`src/hw/rtl/ich_pkg.sv`:
```
// types, codes and constants shared by the channel histogram files
package ich_pkg;

  localparam int unsigned COUNT_WIDTH_DEF = 32;
  localparam int unsigned BIN_COUNT       = 256;
  localparam int unsigned BIN_W           = 8;
  localparam int unsigned CHANNELS        = 4;
  localparam int unsigned CH_W            = 2;
  localparam int unsigned OUT_W           = 32;
  localparam int unsigned CMD_DEPTH       = 4;
  localparam int unsigned RES_DEPTH       = 2;

  localparam logic [1:0] OP_ACCUM = 2'd0;
  localparam logic [1:0] OP_CLEAR = 2'd1;
  localparam logic [1:0] OP_READ  = 2'd2;

  localparam logic [CH_W-1:0] CH_LUMA = 2'd0;
  localparam logic [CH_W-1:0] CH_RED  = 2'd1;
  localparam logic [CH_W-1:0] CH_GRN  = 2'd2;
  localparam logic [CH_W-1:0] CH_BLU  = 2'd3;

  typedef struct packed {
    logic [1:0]       opcode;
    logic [BIN_W-1:0] gray_level;
    logic [BIN_W-1:0] red;
    logic [BIN_W-1:0] green;
    logic [BIN_W-1:0] blue;
    logic [CH_W-1:0]  read_channel;
    logic [BIN_W-1:0] read_bin;
  } ich_in_t;

  typedef struct packed {
    logic [OUT_W-1:0] bin_count;
    logic [OUT_W-1:0] channel_peak;
    logic             has_data;
  } ich_out_t;

  // decoded command between front and back
  typedef struct packed {
    logic [1:0]                     kind;
    logic [CHANNELS-1:0]            lane_en;
    logic [CHANNELS-1:0][BIN_W-1:0] addr;
    logic [CH_W-1:0]                rd_ch;
  } ich_cmd_t;

endpackage

```
`src/hw/rtl/ich_front.sv`:
```
// input side: mode register, luma computation and command decode
module ich_front (
  input  logic             clk_i,
  input  logic             rst_ni,
  input  logic             cfg_valid_i,
  output logic             cfg_ready_o,
  input  logic             cfg_data_i,
  input  logic             push,
  output logic             full,
  input  ich_pkg::ich_in_t in_word_i,
  input  logic             busy_i,
  output logic             cmd_push_o,
  output ich_pkg::ich_cmd_t cmd_o,
  input  logic             cmd_full_i
);
  import ich_pkg::*;

  logic        color_q;
  logic [12:0] lum_sum;
  logic [BIN_W-1:0] lum;
  logic        accept;

  assign cfg_ready_o = 1'b1;
  assign full        = cmd_full_i || busy_i;
  assign accept      = push && !full;

  always_ff @(posedge clk_i or negedge rst_ni) begin
    if (!rst_ni) begin
      color_q <= 1'b0;
    end else if (cfg_valid_i) begin
      color_q <= cfg_data_i;
    end
  end

  // weighted sum, max 255*32 fits 13 bits
  assign lum_sum = 13'(in_word_i.red) * 13'd11 + 13'(in_word_i.green) * 13'd16
                 + 13'(in_word_i.blue) * 13'd5;
  assign lum     = lum_sum[12:5];

  always_comb begin
    cmd_o       = '0;
    cmd_o.kind  = in_word_i.opcode;
    cmd_o.rd_ch = in_word_i.read_channel;
    cmd_push_o  = 1'b0;
    case (in_word_i.opcode)
      OP_ACCUM: begin
        cmd_push_o = accept;
        if (color_q) begin
          cmd_o.lane_en       = '1;
          cmd_o.addr[CH_LUMA] = lum;
          cmd_o.addr[CH_RED]  = in_word_i.red;
          cmd_o.addr[CH_GRN]  = in_word_i.green;
          cmd_o.addr[CH_BLU]  = in_word_i.blue;
        end else begin
          cmd_o.lane_en[CH_LUMA] = 1'b1;
          cmd_o.addr[CH_LUMA]    = in_word_i.gray_level;
        end
      end
      OP_CLEAR: begin
        cmd_push_o = accept;
      end
      OP_READ: begin
        cmd_push_o = accept;
        for (int b = 0; b < CHANNELS; b++) begin
          cmd_o.addr[b] = in_word_i.read_bin;
        end
      end
      default: begin
        cmd_push_o = 1'b0;
      end
    endcase
  end

endmodule

```
`config.mk`:
```
export PLATFORM = sky130hd
export DESIGN_NAME = ich_front
export DESIGN_NICKNAME = d
export VERILOG_FILES = /design/src/hw/rtl/ich_pkg.sv /design/src/hw/rtl/ich_front.sv
export SDC_FILE = /design/constraint.sdc
export NUM_CORES = 1
export LEC_CHECK = 0
export BUFFER_PORTS_ARGS = -buffer_cell sky130_fd_sc_hd__buf_2
export CAP_MARGIN = 20
export CORE_MARGIN = 2
export CORE_UTILIZATION = 51
export CTS_CLUSTER_DIAMETER = 200
export DETAILED_ROUTE_END_ITERATION = 12
export HOLD_SLACK_MARGIN = 0.12
export PLACE_DENSITY = 0.88
export SYNTH_ARGS = -nofsm -noshare
export SYNTH_HDL_FRONTEND = slang
export SYNTH_SLANG_ARGS = --single-unit
```
`constraint.sdc`:
```
create_clock -name clk_i -period 10.6 [get_ports clk_i]
set_clock_uncertainty 0.1 [all_clocks]
set_input_delay 2.12 -clock clk_i [delete_from_list [all_inputs] [get_ports clk_i]]
set_output_delay 2.12 -clock clk_i [all_outputs]
set_load 0.05 [all_outputs]
```
**After elaboration in Yosys (flattened, before gate mapping)**

Index checks and enable logic that the tools add are counted.

- Word-level logic and storage cells: 18
- Input port bits: 51
- Register bits: 1
- Output and inout bits: 43

- Reductions and logical operators: 5
- Eq/ne operators: 2
- $mul: 2
- $add $sub $neg: 2
- Muxes and demuxes: 6

Operators by type and width:

| cell | count |
|---|---|
| $pmux 32 s2 | 1 |
| $mux 24 | 1 |
| $add 12x12->13 | 1 |
| $add 13x11->13 | 1 |
| $mul 8x4->12 const B | 1 |
| $mul 8x3->11 const B | 1 |
| $mux 8 | 1 |
| $mux 4 | 1 |
| $mux 3 | 1 |
| $reduce_or 3->1 | 1 |
| $eq 2x1->1 const B | 1 |
| $eq 2x2->1 const B | 1 |
| $logic_not 2->1 | 1 |
| $logic_and 1x1->1 | 1 |
| $logic_not 1->1 | 1 |
| $logic_or 1x1->1 | 1 |
| $mux 1 | 1 |

**Logic depth before layout (Yosys ltp)**

- Depth in word-level cells: 5
- Depth in mapped cells: 15
- Gate-level depth less buffers: 15

**Worst setup path after synthesis**

OpenSTA, ideal clock, no wires.

- Kind: input-to-output
- Start point: input in_word_i[15] in the netlist's numbering
- End point: output cmd_o[9] in the netlist's numbering
- Data required time: 8.380 ns
- Arrival time: 5.898 ns
- Stages: 13
- Setup slack: 2.482 ns
- Path buffers: 0
- Cell sequence: ha_1 fa_1 fa_1 inv_1 fa_1 inv_1 ha_1 a21oi_1 o21ai_1 a21oi_1 o221ai_2 xnor2_1 a31oi_1

RTL lines:

| element | line | RTL |
|---|---|---|
| start: declaration | ich_front.sv:10 | `input ich_pkg::ich_in_t in_word_i,` |
| end: declaration | ich_front.sv:13 | `output ich_pkg::ich_cmd_t cmd_o,` |

==> out/qor.txt <==
TritonRoute pass-1 iters -> 4
XOR/XNOR Fraction of Synth Area -> 3.81%
crit path max-delay cell type -> fa_1
leading area contributor after synthesis -> fa_1
Synth Flop Type -> dfrtp_1
area occupied by multi-input gates -> 1570 µm²
Syn Area/Cell -> 7.63 µm²
number of global-route vias before repair -> 1,797
NetSw -> 235 µW
WL final -> 4710 µm
Top Registers -> color_q: 1 flops
die area -> 4100 µm²
core footprint -> 3390 µm²
Arr. time, crit path -> 5.86 ns
fillcell total -> 303
layout cells sized above 1 -> 30.4%
R2R Path Start -> color_q$_DFFE_PN0P_
total global routing overflow -> 0
Worst Slack Setup Final -> 2.52 ns
met3 usage -> 1.41%
part of the power in registers -> 1.4%
most frequent cells in the layout -> buf_2, inv_1, nand2_1
cts repair resizes -> 0
Routed Antenna Nets -> 0
worst hold path startpoint -> color_q$_DFFE_PN0P_
n_diodes -> 0
CP Data Required Time -> 8.38 ns
Global Route Usage Sum -> 24.2%
Die X -> 64.1 µm
sum of negative setup slack -> 0 ns
Worst R2R End -> color_q$_DFFE_PN0P_
most common cell after layout, fill and taps aside -> buf_2
reg2reg setup slack -> 9.59 ns
max_slew headroom -> 59.4%
startpoint types -> primary input
worst-path fanout max -> 5
RSZ-0062 raised after global routing -> no
crit end category -> output port
Gate power share -> 98.6%
CP peak stage delay -> 0.55 ns
FMAX -> 124 MHz
dpl hpwl -> 4060 µm
Synth Net Count -> 348
nets@finish -> 422
WP buf/inv -> 4
worst hold path class -> reg2reg
initial drt markers -> 84
max-cap violations -> 0
Peak supply drop -> 0.109 mV
Hold EP -> color_q$_DFFE_PN0P_
min cycle time layout -> 8.08 ns
P_int -> 155 µW
compound-gate portion of the synthesized area -> 17.2%
cells on worst reg2reg path -> 1
residual DRC count -> 0
Initial Utilization -> 54.3%
post-CTS setup buffer count -> 0
GR peak layer -> met2
number of flops mapped to enable cells by yosys -> 0
WHS Path Cells -> 1
Clk pwr share -> 0%
cell count after synthesis -> 241
row cnt -> 21
first-pass GRT wire length -> 8060 µm
post-synthesis cell area -> 1840 µm²
register bit total from synthesis -> 1
adder-cell area share of the yosys netlist -> 48.3%
largest family of logic cells by synthesized area -> adder cells
Synth top area share -> 27.2%
Reg area -> 25.0 µm²
Crit Path Category -> in2out
fin crit share -> 76.3%
FFs w/ async S/R, synth -> 100%
total number of vias -> 1,851
clock-pin slew on the worst setup and hold paths -> 0 ns
fin. max-slew vios -> 0
Die Ht -> 64.1 µm
setup violators final -> 0
Netlist cell types -> 29
Setup WS pre-CTS -> 2.54 ns
sw frac -> 60.3%
largest cells by area after synthesis -> fa_1, ha_1, a21oi_1
Routed WL per cell -> 13.1 µm
final hold viol count -> 0
status -> completed
vias per inst -> 5.16
CP delay by family, top -> adder cells
Syn. warnings -> 0
latest clock arrival within the worst-skew pair -> 0 ns
Simple-Gate Fraction of Synth Area -> 14.1%
Hold-fix buffers, CTS -> 0
cell mode on critical path -> fa_1
PwrDens -> 172 nW/µm²
Top reg by flops -> color_q
M1 GR Usage -> 31.7%
Worst Max-Slew Pin Slew -> 0.609 ns
crit path cell chain -> buf_2 > ha_1 > fa_1 > fa_1 > inv_1 > fa_1 > inv_1 > ha_1 > a21oi_1 > o21ai_1 > a21oi_1 > o221ai_2 > xnor2_1 > a31oi_1 > buf_2
register area share after synthesis -> 1.36%
Ports -> 94
# port buffers -> 88
gp weighted congestion -> 0.881
initial antenna violation count -> 0
mux contribution to synthesized area -> 1.70%
largest net degree at the start of global routing -> 37
P&R area growth vs syn -> 22.9%
Largest register FFs -> 1
met2 usage -> 44.9%
Pleak -> 0.00127 µW
-- power by group through the flow --
stage	registers (µW)	clock network (µW)	logic (µW)
after global placement	5.44	0	367
final	5.43	0	384
after floorplan	4.32	0	306
after global routing	5.65	0	430
after CTS	5.44	0	383
after detailed placement	5.45	0	381
-- worst max-delay path by stage --
stage	slack (ns)	start	cells past startpoint	endpoint
floorplan	2.48	in_word_i[15]	13	cmd_o[9]
global placement	2.62	in_word_i[33]	17	cmd_o[9]
detailed placement	2.54	in_word_i[15]	15	cmd_o[9]
CTS	2.53	in_word_i[15]	15	cmd_o[9]
global route	2.25	in_word_i[33]	17	cmd_o[8]
finish	2.52	in_word_i[15]	15	cmd_o[9]
-- per-stage QoR --
stage	hold slack, ns	cells	total power (µW)	utilization [%]	area [µm²]
2_1_floorplan	0.563	241	310	-	1840
3_3_place_gp	0.673	358	372	66.3	2250
3_5_place_dp	0.679	358	387	66.3	2250
4_1_cts	0.676	358	388	66.3	2250
5_1_grt	0.741	359	436	66.7	2260
6_report	0.673	359	389	66.7	2260
-- cells by family after synthesis --
group / after synthesis
xor+xnor: 8
compound gates: 52
simple gates: 63
mux: 3
fa+ha+maj: 56
buf+inv: 57
flops: 1
other cells: 1
-- synth_stat cells, drive strengths merged (2+ instances only) --
| master | instances |
|---|---|
| nand4 | 2 |
| xnor2 | 6 |
| nor2b | 3 |
| mux2i | 2 |
| nor2 | 14 |
| a21oi | 32 |
| buf | 11 |
| o21ai | 8 |
| nand2 | 39 |
| o21a | 2 |
| fa | 25 |
| xor2 | 2 |
| a222oi | 3 |
| inv | 40 |
| clkbuf | 6 |
| a31oi | 4 |
| ha | 31 |
| nand2b | 3 |
-- final cells by class --
| cell class | count | area share [%] |
|---|---|---|
| inverters | 40 | 6.64 |
| multi-input cells | 183 | 69.6 |
| flip-flops and latches | 1 | 1.11 |
| well taps | 46 | 2.55 |
| repair buffers | 89 | 20.1 |
-- metal layers --
layer  wire, µm  share of wire (%)
met1       1910                 41
met2       2500                 53
met3        248                5.3
met4         51                1.1
met5          0                  0
(Power assumes the default switching activity.)
