<file path="src/hw/rtl/ich_fifo.sv">
// small register queue used for commands and results
module ich_fifo #(
  parameter int unsigned WIDTH = 8,
  parameter int unsigned DEPTH = 2
) (
  input  logic             clk_i,
  input  logic             rst_ni,
  input  logic             push_i,
  input  logic [WIDTH-1:0] data_i,
  output logic             full_o,
  input  logic             pop_i,
  output logic [WIDTH-1:0] data_o,
  output logic             empty_o
);
  // depth is a power of two so the pointers wrap on their own
  localparam int unsigned PtrW = (DEPTH > 1) ? $clog2(DEPTH) : 1;
  localparam int unsigned CntW = $clog2(DEPTH + 1);

  logic [WIDTH-1:0] data_q [DEPTH];
  logic [PtrW-1:0]  wr_ptr_q, wr_ptr_d, rd_ptr_q, rd_ptr_d;
  logic [CntW-1:0]  cnt_q, cnt_d;
  logic             do_push, do_pop;

  assign full_o  = (cnt_q == CntW'(DEPTH));
  assign empty_o = (cnt_q == '0);
  assign do_push = push_i && !full_o;
  assign do_pop  = pop_i && !empty_o;
  assign data_o  = data_q[rd_ptr_q];

  always_comb begin
    wr_ptr_d = do_push ? wr_ptr_q + PtrW'(1) : wr_ptr_q;
    rd_ptr_d = do_pop ? rd_ptr_q + PtrW'(1) : rd_ptr_q;
    cnt_d    = cnt_q;
    if (do_push && !do_pop) begin
      cnt_d = cnt_q + CntW'(1);
    end else if (do_pop && !do_push) begin
      cnt_d = cnt_q - CntW'(1);
    end
  end

  always_ff @(posedge clk_i or negedge rst_ni) begin
    if (!rst_ni) begin
      wr_ptr_q <= '0;
      rd_ptr_q <= '0;
      cnt_q    <= '0;
    end else begin
      wr_ptr_q <= wr_ptr_d;
      rd_ptr_q <= rd_ptr_d;
      cnt_q    <= cnt_d;
    end
  end

  always_ff @(posedge clk_i) begin
    if (do_push) begin
      data_q[wr_ptr_q] <= data_i;
    end
  end

endmodule

</file>
<file path="config.mk">
export PLATFORM = sky130hd
export DESIGN_NAME = ich_fifo
export DESIGN_NICKNAME = d
export VERILOG_FILES = /design/src/hw/rtl/ich_fifo.sv
export SDC_FILE = /design/constraint.sdc
export NUM_CORES = 1
export LEC_CHECK = 0
export ABC_AREA = 1
export BUFFER_PORTS_ARGS = -buffer_cell sky130_fd_sc_hd__buf_2
export CORE_MARGIN = 2
export CORE_UTILIZATION = 35
export CTS_BUF_LIST = sky130_fd_sc_hd__clkbuf_4
export DETAILED_ROUTE_END_ITERATION = 7
export GPL_TIMING_DRIVEN = 0
export SKIP_CTS_REPAIR_TIMING = 1
export SLEW_MARGIN = 20
export SYNTH_ARGS = -nofsm -noshare
export SYNTH_HDL_FRONTEND = slang
export SYNTH_SLANG_ARGS = --single-unit
</file>
<file path="constraint.sdc">
create_clock -name clk_i -period 1.4 [get_ports clk_i]
set_input_delay 0.14 -clock clk_i [delete_from_list [all_inputs] [get_ports clk_i]]
set_output_delay 0.14 -clock clk_i [all_outputs]
set_load 0.005 [all_outputs]
</file>
=== Word-level counts from Yosys, hierarchy flattened ===
Memory sizes are Yosys's and may differ from the RTL's.
Index checks and enable logic that the tools add are counted.

* Flip-flop bits (word level): 4
* Latch bits: 0
* RAM bits: 16
* ROM bits: 0
* Input bits: 12
* Output and inout port bits: 10
* Memories kept: 1

{| class="wikitable"
|+ Memory list
! name !! words !! bits a word !! rd ports !! clocked after memory_dff !! wr ports !! line !! RTL
|-
| data_q || 2 || 8 || 1 || 0 || 1 || 19 || <nowiki>logic [WIDTH-1:0] data_q [DEPTH];</nowiki>
|}

* Add/subtract/negate cells: 4
* $mul: 0
* Divide/modulo/power cells: 0
* $lt $le $gt $ge: 0
* Eq/ne operators: 1
* Shifts and indexed selects: 0
* Muxes and demuxes: 4
* Bitwise logic cells: 0
* Reduce and logical (&&, ||, !) cells: 10

{| class="wikitable"
|+ Operators with widths
! kind !! number
|-
| $logic_and 1x1->1 || 4
|-
| $logic_not 1->1 || 4
|-
| $mux 2 || 2
|-
| $add 1x1->1 const B || 2
|-
| $add 2x1->2 const B || 1
|-
| $eq 2x2->1 const B || 1
|-
| $logic_not 2->1 || 1
|-
| $mux 1 || 2
|-
| $reduce_bool 2->1 || 1
|-
| $sub 2x1->2 const B || 1
|}

=== Depth between registers and ports, before layout ===
* Depth in word-level cells: 7
* Gate-level depth with buffers: 9
* Depth with buffers taken out: 9

=== Worst setup path after synthesis ===
OpenSTA, ideal clock, no wires.

* Path kind: register to register
* Start point: reg cnt_q[1]
* End point: mem data_q[1][0] (enable)
* Library setup time: 0.371 ns
* Arrival time: 0.951 ns
* Data required time: 1.029 ns
* Path slack: 0.078 ns
* Stages on the path, launching flop included: 4
* Path buffers: 0
* Period minus slack after synthesis: 1.322 ns
* Cell sequence: dfrtp_1 > inv_1 > o21ai_0 > nor2_1

* Word-level cells in the longest chain between the ends: 5

{| class="wikitable"
|+ RTL lines
! element !! line !! RTL
|-
| from (decl) || 21 || <nowiki>logic [CntW-1:0] cnt_q, cnt_d;</nowiki>
|-
| from (signal assigned) || 49 || <nowiki>cnt_q <= cnt_d;</nowiki>
|-
| $eq 2x2->1 || 24 || <nowiki>assign full_o = (cnt_q == CntW'(DEPTH));</nowiki>
|-
| $logic_not 1->1 || 26 || <nowiki>assign do_push = push_i && !full_o;</nowiki>
|-
| $logic_and 1x1->1 || 26 ||
|-
| $mux 1 || 54 || <nowiki>if (do_push) begin</nowiki>
|-
| $mux 1 (implied by the code) || 55 || <nowiki>data_q[wr_ptr_q] <= data_i;</nowiki>
|-
| to (decl) || 19 ||
|}

Every way passes these cells.

=== Worst setup path after layout ===
* Start point: reg rd_ptr_q
* End point: out data_o[1]

* Word-level cells in the longest chain between the ends: 1

{| class="wikitable"
|+ RTL lines
! element !! line !! RTL
|-
| from (decl) || 20 || <nowiki>logic [PtrW-1:0] wr_ptr_q, wr_ptr_d, rd_ptr_q, rd_ptr_d;</nowiki>
|-
| from (signal assigned) || 48 || <nowiki>rd_ptr_q <= rd_ptr_d;</nowiki>
|-
| $mem_v2 2x8 || -- ||
|-
| to (decl) || 12 || <nowiki>output logic [WIDTH-1:0] data_o,</nowiki>
|}

Every way passes these cells.

==> results list <==
- Largest stage delay on the critical path: 0.34 ns
- Cells after Synth: 73
- The slowest stage of the critical path is the sky130_fd_sc_hd__dfrtp_1 cell.
- The tool flagged a number of max-cap violations equal to 0.
* Ys Warns: 0
- CTS Root Buffer Type: sky130_fd_sc_hd__clkbuf_4
- In the routed layout, each cell is associated on average with a via count of 4.37.
- The library cell used most frequently in the layout, excluding fill and tap cells, is sky130_fd_sc_hd__nand2_1.
- Routability-driven placement finished with a final weighted congestion of 0.657.
* Chip width: 52.1 um
- WP data arrival: 1.15 ns
* Count of distinct cell types in the synthesized netlist: 14
* Sequential cell area: 582 um2
* First drt pass iteration count: 4
- Post-Synthesis Net Count: 86
* Depth of the most critical reg-to-reg path: 8
* Number of placed cells counting well taps: 122
* Post-synthesis average cell area: 11.1 um2
- TritonCTS built the clock tree.
* Growth of design area from synthesis to finish: 31.1%
* Endpoint class of the critical path: primary output
- Clock tree synthesis found a total of 20 sinks.
* CP Cell Sequence: buf_4, clkinv_4, nand2_1, nand2_1, buf_2
- Detailed-route wire length per cell: 10.8 um
- The design draws 2.16 mW.
- Worst slew margin relative to its limit: 80.7%
- The endpoint identified for the worst register-to-register timing path is cnt_q[1].
* Post-synth design cell area: 810 um2
* Setup TNS: 0 ns
* Pin count of the biggest net entering global routing: 13
- Min Tclk post-route: 1.29 ns
- Global routing used 12.1% of the available tracks across all layers.
- Transition time at the pin with the least slew margin: 0.287 ns
- Layout Cell Area excl Fill: 1060 um2
* Clk slew on worst S/H paths: 0.11 ns
- IR analysis of the VDD net gives a maximum drop of 0.000968 V.
- Summing all multi-input logic gate instances after layout gives 230 um2.
- Vias in the first global route: 512
- Final global-route overflow total: 0
- Nets: 113
- The worst setup path is launched from a flop.
- Sequential share of the synthesized area: 71.7%
* Status: completed
- Counting both buffers and inverters, the worst setup path holds a total of 3.
- Flip-flop and latch count after synthesis: 20
* Maximum fanout encountered on the critical timing path: 10
* R2R setup slack: 0.12 ns
- Number of diodes: 0
- Final setup viols: 0
- Setup repair after global routing left no endpoint under its margin.
* Commonest non-fill, non-tap cells in the layout: sky130_fd_sc_hd__nand2_1 (32), sky130_fd_sc_hd__buf_2 (21), sky130_fd_sc_hd__edfxtp_1 (16), sky130_fd_sc_hd__inv_1 (5)
* Final Skew: 0.00411 ns
- Detailed placement finished with a half-perimeter wire length of 988 um.
- The cell that appears most often on the critical path is sky130_fd_sc_hd__nand2_1.
- Vias after detailed routing: 555
- H-tree levels: 1
- Buffers added on ports: 21
- Tcrit/Tclk final: 92.4%
- The startpoint identified for the worst hold timing path is data_i[4].
- Pins over their slew limit: 0
* DRC: 0
* Fillers: 207
- End of the worst hold path: data_q[0][4]
- Number of violations reported at the end of detailed-routing iteration 0: 7
* Reg2reg start: cnt_q[1]
- Std-Cell Rows: 17
- The final number of hold-violating endpoints came to 0.
- Leak: 0.476 nW
* Worst Hold Class: in -> reg
- Timing would allow up to 773 MHz.
- The core region is 2190 um2.
- The die covers 2710 um2.
* Initial antenna violation count: 0
- Cell Pwr Density: 2040 nW/um2
- Number of clock buffers inserted by TritonCTS: 3
* Worst path required time: 1.26 ns
* Clock buffer depth: 2
- Post-placement cell area: 950 um2
- Wirelength, routed: 1.37 mm
* Hold Path Cell Cnt: 1
- The finished layout holds 127 standard cells, fillers aside.
* Global-route wire length before repair: 2.20 mm
- Broken down by cell family, the worst path's largest delay share belongs to buffers and inverters.
* Starting density of the core: 37.0%
* Die Ht: 52.1 um
- Number of nets with antenna violations after detailed routing: 0
- Io pins: 22
- The critical path crosses 5 cells after its start point.
- Start-to-end type of the worst setup path: reg -> out
* Clock network latency to the later pin of the worst-skew pair: 0.29 ns
* Share of layout cells above drive strength 1: 36.4%
-- cells in the mapped netlist (all sizes together) --
cell type | n | share of area, %
buf | 1 | 0.62
dfrtp | 4 | 12
edfxtp | 16 | 59
ha | 1 | 1.5
inv | 8 | 3.7
nand2 | 33 | 15
nand3 | 1 | 0.62
nand3b | 1 | 0.93
nand4 | 1 | 0.77
nor2 | 4 | 2.5
o21ai | 2 | 1.2
xnor2 | 1 | 1.1
-- how the worst max path moves through the flow --
stage,from,end,slack [ns]
after floorplan,cnt_q[1],data_q[1][0],0.08
after global placement,cnt_q[0],data_q[1][7],-0.20
after detailed placement,cnt_q[1],data_q[1][6],-0.22
after CTS,cnt_q[1],data_q[1][6],-0.23
after global routing,rd_ptr_q,data_o[6],0.008
final,rd_ptr_q,data_o[1],0.11
-- layout make-up --
type	count	share of cell area [%]
Clock inverter	1	2.83
Sequential cell	20	54.8
Buffer	1	0.708
Clock buffer	3	2.12
Tap cell	28	3.30
Inverter	8	3.66
Timing Repair Buffer	22	10.8
Multi-Input combinational cell	44	21.7
-- kinds of logic (layout without fill, tap and decap cells) --
| family | count (synthesis) | count (layout) | share of synthesized area [%] |
|---|---|---|---|
| AO/OA/AOI/OAI | 2 | 2 | 1.24 |
| XOR/XNOR | 1 | 1 | 1.08 |
| adder cells (fa/ha/maj) | 1 | 1 | 1.55 |
| buffers and inverters | 9 | 35 | 4.33 |
| flip-flops | 20 | 20 | 71.7 |
| AND/OR/NAND/NOR | 40 | 40 | 20.1 |
-- state kept, by name, summed over array words and instances (netlist names) --
name and flops:
data_q 16, cnt_q 2, rd_ptr_q 1, wr_ptr_q 1
-- metrics by stage --
| step | hold WS, ns | setup slack [ns] | utilization (%) |
|---|---|---|---|
| global route | 0.00798 | 0.00822 | 48.4 |
| detailed placement | -0.0417 | -0.220 | 43.3 |
| global placement | -0.0492 | -0.204 | 43.3 |
| CTS | -0.371 | -0.234 | 45.7 |
| floorplan | -0.156 | 0.0784 | - |
| finish | 0.0290 | 0.106 | 48.4 |
-- where the power goes --
group	leakage, nW	internal [mW]	total, mW	switching (mW)
Clock	0.0279	0.289	0.455	0.166
Sequential	0.196	0.829	0.918	0.0891
Combinational	0.252	0.325	0.787	0.462
-- routing by layer --
layer  global-route usage, %  wire length [um]  vias to the layer above
met2                    21.1               687                       16
met4                    7.89                33                        0
met5                       0                 0                        -
met3                    3.16                74                        4
met1                    12.5               575                      249
li1                        -                 -                      286
Note: power is estimated with default switching activity, not from simulation.
